File: src/rtl/cpd_pkg.sv
// Shared types, constants and the CRC-8 update function for the packet deframer.
// No dependencies.
package cpd_pkg;

  localparam int unsigned MaxPayload = 1024;
  localparam int unsigned AddrW      = $clog2(MaxPayload);

  localparam logic [7:0] CrcPoly = 8'h8C;

  localparam logic [1:0] MODE_RECV    = 2'd0;
  localparam logic [1:0] MODE_READ    = 2'd1;
  localparam logic [1:0] MODE_RELEASE = 2'd2;

  localparam logic REG_HEADER_FIRST  = 1'b0;
  localparam logic REG_HEADER_SECOND = 1'b1;

  localparam logic [7:0] HeaderFirstRst  = 8'hAA;
  localparam logic [7:0] HeaderSecondRst = 8'h55;

  typedef struct packed {
    logic [1:0] mode;
    logic [7:0] byte_value;
    logic [9:0] read_index;
  } cpd_in_t;

  typedef struct packed {
    logic        packet_ready;
    logic [10:0] packet_size;
    logic [7:0]  read_data;
    logic [7:0]  crc_value;
    logic        crc_match;
  } cpd_out_t;

  typedef struct packed {
    logic             en;
    logic [AddrW-1:0] addr;
    logic [7:0]       data;
  } cpd_wr_t;

  typedef struct packed {
    logic        packet_ready;
    logic [10:0] packet_size;
    logic [7:0]  crc_value;
    logic        crc_match;
  } cpd_status_t;

  // reflected CRC-8, one byte
  function automatic logic [7:0] crc8_byte(input logic [7:0] crc, input logic [7:0] b);
    logic [7:0] c;
    c = crc ^ b;
    for (int i = 0; i < 8; i++) begin
      c = c[0] ? ((c >> 1) ^ CrcPoly) : (c >> 1);
    end
    return c;
  endfunction

endpackage

File: src/rtl/cpd_parser.sv
// Frame parser: header match, length capture, payload count, running CRC and
// header configuration registers. Depends on cpd_pkg.
module cpd_parser
  import cpd_pkg::*;
(
  input  logic        clk_i,
  input  logic        rst_ni,
  input  logic        cfg_we_i,
  input  logic        cfg_idx_i,
  input  logic [7:0]  cfg_data_i,
  input  logic        accept_i,
  input  cpd_in_t     item_i,
  output cpd_wr_t     wr_o,
  output cpd_status_t status_o
);

  typedef enum logic [2:0] {
    ST_HDR0  = 3'd0,
    ST_HDR1  = 3'd1,
    ST_LEN0  = 3'd2,
    ST_LEN1  = 3'd3,
    ST_PAY   = 3'd4,
    ST_CRC   = 3'd5,
    ST_READY = 3'd6
  } state_e;

  state_e      state_q, state_d;
  logic [7:0]  crc_q, crc_d;
  logic [15:0] exp_len_q, exp_len_d;
  logic [10:0] len_q, len_d;
  logic [7:0]  rx_crc_q, rx_crc_d;
  logic [7:0]  hdr_first_q, hdr_second_q;
  logic [7:0]  crc_feed;
  logic [15:0] len_full;
  logic [10:0] len_inc;
  logic [7:0]  b;

  assign b        = item_i.byte_value;
  assign crc_feed = crc8_byte(crc_q, b);
  assign len_full = {exp_len_q[15:8], b};
  assign len_inc  = len_q + 11'd1;

  always_comb begin
    state_d   = state_q;
    crc_d     = crc_q;
    exp_len_d = exp_len_q;
    len_d     = len_q;
    rx_crc_d  = rx_crc_q;
    wr_o.en   = 1'b0;
    wr_o.addr = len_q[AddrW-1:0];
    wr_o.data = b;
    if (accept_i) begin
      case (item_i.mode)
        MODE_RECV: begin
          case (state_q)
            ST_HDR0, ST_READY: begin
              if (b == hdr_first_q) begin
                state_d = ST_HDR1;
                len_d   = '0;
                crc_d   = crc8_byte(8'h00, b);
              end
            end
            ST_HDR1: begin
              if (b == hdr_second_q) begin
                state_d = ST_LEN0;
                crc_d   = crc_feed;
              end else begin
                state_d = ST_HDR0;
                crc_d   = '0;
                len_d   = '0;
              end
            end
            ST_LEN0: begin
              state_d   = ST_LEN1;
              exp_len_d = {b, 8'h00};
              crc_d     = crc_feed;
            end
            ST_LEN1: begin
              exp_len_d = len_full;
              if (len_full >= 16'(MaxPayload)) begin
                state_d = ST_HDR0;
                crc_d   = '0;
                len_d   = '0;
              end else begin
                state_d = ST_PAY;
                crc_d   = crc_feed;
              end
            end
            ST_PAY: begin
              wr_o.en = 1'b1;
              len_d   = len_inc;
              crc_d   = crc_feed;
              if (16'(len_inc) >= exp_len_q) begin
                state_d = ST_CRC;
              end
            end
            ST_CRC: begin
              rx_crc_d = b;
              state_d  = ST_READY;
            end
            default: begin
              state_d = ST_HDR0;
              crc_d   = '0;
              len_d   = '0;
            end
          endcase
        end
        MODE_RELEASE: begin
          if (state_q == ST_READY) begin
            state_d = ST_HDR0;
          end
        end
        default: begin
        end
      endcase
    end
  end

  always_ff @(posedge clk_i or negedge rst_ni) begin
    if (!rst_ni) begin
      state_q      <= ST_HDR0;
      crc_q        <= '0;
      exp_len_q    <= '0;
      len_q        <= '0;
      rx_crc_q     <= '0;
      hdr_first_q  <= HeaderFirstRst;
      hdr_second_q <= HeaderSecondRst;
    end else begin
      state_q   <= state_d;
      crc_q     <= crc_d;
      exp_len_q <= exp_len_d;
      len_q     <= len_d;
      rx_crc_q  <= rx_crc_d;
      if (cfg_we_i && cfg_idx_i == REG_HEADER_FIRST) begin
        hdr_first_q <= cfg_data_i;
      end
      if (cfg_we_i && cfg_idx_i == REG_HEADER_SECOND) begin
        hdr_second_q <= cfg_data_i;
      end
    end
  end

  always_comb begin
    status_o.packet_ready = (state_q == ST_READY);
    status_o.packet_size  = status_o.packet_ready ? len_q : '0;
    status_o.crc_value    = crc_q;
    status_o.crc_match    = status_o.packet_ready && (rx_crc_q == crc_q);
  end

endmodule

File: config.mk
export PLATFORM = sky130hd
export DESIGN_NAME = cpd_parser
export DESIGN_NICKNAME = d
export VERILOG_FILES = /design/src/rtl/cpd_pkg.sv /design/src/rtl/cpd_parser.sv
export SDC_FILE = /design/constraint.sdc
export NUM_CORES = 1
export LEC_CHECK = 0
export ABC_CLOCK_PERIOD_IN_PS = 2950
export CAP_MARGIN = 20
export CORE_ASPECT_RATIO = 2
export CORE_UTILIZATION = 45
export CTS_BUF_LIST = sky130_fd_sc_hd__clkbuf_16
export DETAILED_ROUTE_END_ITERATION = 12
export DONT_BUFFER_PORTS = 1
export GPL_TIMING_DRIVEN = 0
export SKIP_LAST_GASP = 1
export SYNTH_ARGS = -nofsm -noshare
export SYNTH_HDL_FRONTEND = slang
export SYNTH_SLANG_ARGS = --single-unit
File: constraint.sdc
create_clock -name clk_i -period 2.95 [get_ports clk_i]
set_clock_uncertainty 0.1 [all_clocks]
set_input_delay 0 -clock clk_i [delete_from_list [all_inputs] [get_ports clk_i]]
set_output_delay 0 -clock clk_i [all_outputs]
set_load 0.005 [all_outputs]
**Word level (Yosys, flattened, before mapping)**

Index checks and enable logic that the tools add are counted.

- Register bits: 62
- Output and inout bits: 40
- Logic and storage cells: 100

- $add $sub $neg: 1
- $lt $le $gt $ge: 2
- Eq/ne operators: 16
- Multiplexer cells: 36
- Bitwise gates (word level): 21
- Reductions and logical operators: 16

Operators with widths:

| kind | number |
|---|---|
| $mux 8 | 19 |
| $pmux 11 s5 | 1 |
| $not 2->3 | 16 |
| $mux 11 | 4 |
| $pmux 8 s5 | 1 |
| $pmux 16 s2 | 1 |
| $eq 8x8->1 | 3 |
| $pmux 3 s6 | 1 |
| $ge 11x16->1 | 1 |
| $ge 16x11->1 const B | 1 |
| $mux 3 | 4 |
| $add 11x1->11 const B | 1 |
| $eq 3x3->1 const B | 3 |
| $ne 2x2->1 const B | 4 |
| $reduce_and 4->1 | 2 |
| $xor 8x8->8 | 1 |
| $eq 3x2->1 const B | 2 |
| $ne 3x3->1 const B | 2 |
| $pmux 3 s2 | 1 |
| $reduce_and 3->1 | 2 |
| $reduce_and 6->1 | 1 |
| $reduce_or 2->1 | 3 |
| $reduce_and 5->1 | 1 |
| $not 1->1 | 4 |
| other kinds (8) | 13 |

**Longest topological paths before layout**

- Depth in word-level cells: 19
- Mapped depth: 12

**Worst setup path after synthesis**

OpenSTA, ideal clock, no wires.

- Path kind: register -> register
- From: register len_q[0]
- To: register state_q[0]
- Setup time: 0.135 ns
- Arrival time: 2.306 ns
- Setup slack: 0.409 ns
- Cell stages (with the launch flop): 13
- Buffers on the path: 0
- Clock period less this slack: 2.541 ns
- Cell sequence: dfrtp_1 ha_1 and3_1 and3_1 nand3_1 nor2_1 xor2_1 ha_1 a21o_1 a21oi_1 o21ai_0 a21oi_1 o31ai_1

- Word-level cells in the longest chain between the ends: 4

RTL lines:

| what | line | source |
|---|---|---|
| from (decl) | cpd_parser.sv:30 | `logic [10:0] len_q, len_d;` |
| from (signal assigned) | cpd_parser.sv:132 | `len_q <= len_d;` |
| $add 11x1->11 | cpd_parser.sv:41 | `assign len_inc = len_q + 11'd1;` |
| $ge 11x16->1 | cpd_parser.sv:93 | `if (16'(len_inc) >= exp_len_q) begin` |
| $ne 3x3->1 (no line) | n/a |  |
| $reduce_and 5->1 (no line) | n/a |  |
| to (signal assigned) | cpd_parser.sv:129 | `state_q <= state_d;` |
| to (decl) | cpd_parser.sv:27 | `state_e state_q, state_d;` |

No other way between the ends.
A chain may end at the register's enable or synchronous reset.

**Final worst setup path**

Same ends and word-level chain as after synthesis.

==> qor.csv <==
stage;metric;value;unit
synth;Synth Cell Area;3900;um^2
final_layout;synthesis-to-layout area growth;18.6;%
worst_setup_path;worst endpoint required time;3050;ps
timing;Slew @ Worst Pin;489;ps
timing;slew margin rel.;0.671;
synth;Synth top area share;0.347;
clocking;CTS Buf Count;9;
grt;met2 GRT Util;0.428;
grt;Global Route met3 Usage;0.0531;
final_layout;layout cells sized above 1;0.225;
timing;Highest Clock Rate;357;MHz
die;Starting Density;0.467;
grt;global-route wire length before repair;15.3;mm
route;vias per cell;5.52;
timing;RSZ-0062 raised after global routing;false;
synth;syn nets;428;
clocking;CTS Buffer Depth;2;
synth;synth top area cells;dfrtp_1, mux2_2, xnor2_1;
synth;share of synthesized registers carrying an async set or reset;1.00;
synth;Yosys warnings;0;
synth;Most used DFF post-synth;dfrtp_1;
grt;Top Usage Layer GRT;met2;
die;Total Die Area;9060;um^2
synth;post-synth top area cell;dfrtp_1;
clocking;Clock transition at path regs;50;ps
final_layout;nets;463;
clocking;TritonCTS clock tree;built;
die;placeable core area;8350;um^2
worst_setup_path;crit end category;flop;
worst_setup_path;Worst Reg-to-Reg Cells;12;
worst_setup_path;CP max FO;5;
worst_setup_path;CP arrival;2900;ps
worst_setup_path;critical path class;reg2reg;
die;# rows;47;
final_layout;post-layout util;0.553;
synth;Post-synth EDFFs;0;
grt;initial antenna violation count;0;
final_layout;antenna diode count;0;
final_layout;fillers;788;
synth;post-synthesis register bit count;62;
grt;GR Util All Layers;0.233;
synth;Post-Syn Area per Cell;10.2;um^2
grt;largest net degree at the start of global routing;63;
outcome;outcome;finished, final reports clean;
die;Ports;73;
route;Via Count;2875;
timing;Final Critical Period;2800;ps
clocking;worst skew pair latency;330;ps
timing;fin crit share;0.950;
timing;Hold WS;40.7;ps
die;Die Wd;67.8;um
synth;Seq/Total Area, Yosys;0.401;
placed_design;Post-DP HPWL;6.86;mm
worst_setup_path;Startpoint Class;flop;
route;Final ANT Viol Nets;0;
die;die height;134;um
worst_hold_path;Hold Path Stages;4;
timing;Max Slew Vio Count;0;
synth;Synth Instances;383;
route;Detailed Route Iter0 Violations;98;
grt;vias in the first global route;2979;
timing;Setup violations, final;0;
route;Total Wirelength;9.30;mm
route;# DRC;0;
pwr;Max IR drop VDD;0.000424;V
placed_design;GPL Wtd Cong;0.863;
pwr;P per Cell Area;910;nW/um^2
flow_run;Max-cap violations;0;
grt;GRT Residual Overflow;0;
pwr;leakage;2.09;nW
clocking;Root Buffer;clkbuf_16;
clocking;# clock sinks;62;
placed_design;port buffer count;0;
grt;met1 GRT Util;0.242;
timing;Fin. Hold Viols;0;
worst_hold_path;worst min path class;in2reg;
synth;synth unique cells;44;
route;WL/cell;17.9;um
route;total iterations of the first detailed-routing run;4;
clocking;Max H-tree Level;3;
[cell usage after synthesis, drive strengths merged, types with 4 or more instances]
cell	count
buf	29
clkbuf	6
nor2	11
dfrtp	54
a21o	8
dfstp	8
nor4	6
a22o	7
mux2	29
a21oi	13
a31oi	5
or3	4
o21ai	19
nand2	34
ha	12
nand4	4
xor2	31
xnor2	33
inv	16
nor3	5
and2	11
and3	5
nand3	12
[power breakdown]
group	internal, mW	switching [mW]	leakage [nW]
logic	0.820	0.851	1.15
clock network	0.819	0.382	0.163
registers	1.09	0.242	0.776
[critical path, stage by stage, from the launching register on]
cell and delay (ps):
dfrtp_2 410, ha_2 240, and3_1 200, and3_1 270, nand3_2 160, nor2_1 170
xor2_1 230, ha_1 280, a21o_1 170, a21oi_1 150, o21ai_0 100, a21oi_1 130
o31ai_1 80
[layer usage]
metal	up-vias	wire length (um)	part of all wire
met5	-	0	0
met1	1396	3390	0.36
met3	16	344	0.037
li1	1378	-	-
met2	85	5340	0.57
met4	0	233	0.025
[metrics by stage]
step	total power [mW]	cells	instance area [um^2]	setup TNS, ps	setup slack (ps)
2_1_floorplan	2.59	383	3900	0	409
3_3_place_gp	2.91	481	4020	-50.1	-50.1
3_5_place_dp	2.95	481	4020	-108	-108
4_1_cts	4.22	519	4600	0	1.85
5_1_grt	4.49	521	4620	0	0.0655
6_report	4.20	521	4620	0	147
[path summary, 6_finish.rpt]
path                                          startpoint                         end  slack (ps)
worst max-delay path                len_q[0]$_DFFE_PN0P_      state_q[0]$_DFFE_PN0P_         150
worst min-delay path                          item_i[18]        len_q[6]$_DFFE_PN0P_          40
worst max register to register      len_q[0]$_DFFE_PN0P_      state_q[0]$_DFFE_PN0P_         150
worst min register to register  exp_len_q[3]$_DFFE_PN0P_    exp_len_q[3]$_DFFE_PN0P_         390
max in group asynchronous                         rst_ni  hdr_first_q[3]$_DFFE_PN1P_        2330
min in group asynchronous                         rst_ni    exp_len_q[1]$_DFFE_PN0P_         100
[logic make-up (layout without fill, tap and decap cells)]
family / after synthesis / in the layout / synth area share
AND/OR/NAND/NOR: 100 / 100 / 0.133
XOR/XNOR: 66 / 66 / 0.166
AO/OA/AOI/OAI: 63 / 63 / 0.104
flip-flops: 62 / 62 / 0.401
buffers and inverters: 51 / 91 / 0.0742
multiplexers: 29 / 29 / 0.0838
adder cells (fa/ha/maj): 12 / 12 / 0.0385
[cell type report]
class	instances	area, um^2	area share
multi-input combinational	270	2050	0.445
sequential	62	1560	0.338
timing repair buffer	24	253	0.0547
buffer	35	229	0.0495
clock buffer	9	225	0.0487
tap	98	123	0.0265
clock inverter	7	114	0.0246
inverter	16	60.1	0.0130
[flip-flops by register name, summed over array words and instances, names as in the netlist]
signal and flops:
hdr_first_q 8, state_q 3, len_q 11, exp_len_q 16, hdr_second_q 8, crc_q 8, rx_crc_q 8
[cell usage in the layout (no fill, tap or decap), types with 13 or more instances in the layout]
| master | netlist | routed |
|---|---|---|
| a21oi_1 | 13 | 13 |
| buf_4 | 22 | 24 |
| dfrtp_1 | 54 | 52 |
| dlygate4sd3_1 | 0 | 21 |
| inv_1 | 16 | 17 |
| mux2_2 | 26 | 26 |
| nand2_1 | 34 | 34 |
| o21ai_0 | 15 | 15 |
| xnor2_1 | 30 | 30 |
| xor2_1 | 29 | 29 |
[timing repair]
action	in CTS	in global routing
cloned	0	0
buffers inserted	0	2
hold buffers	22	0
gates resized for setup	2	2
setup endpoints to repair	1	1
hold endpoints to repair	111	0
Note: power is estimated with default switching activity, not from simulation.
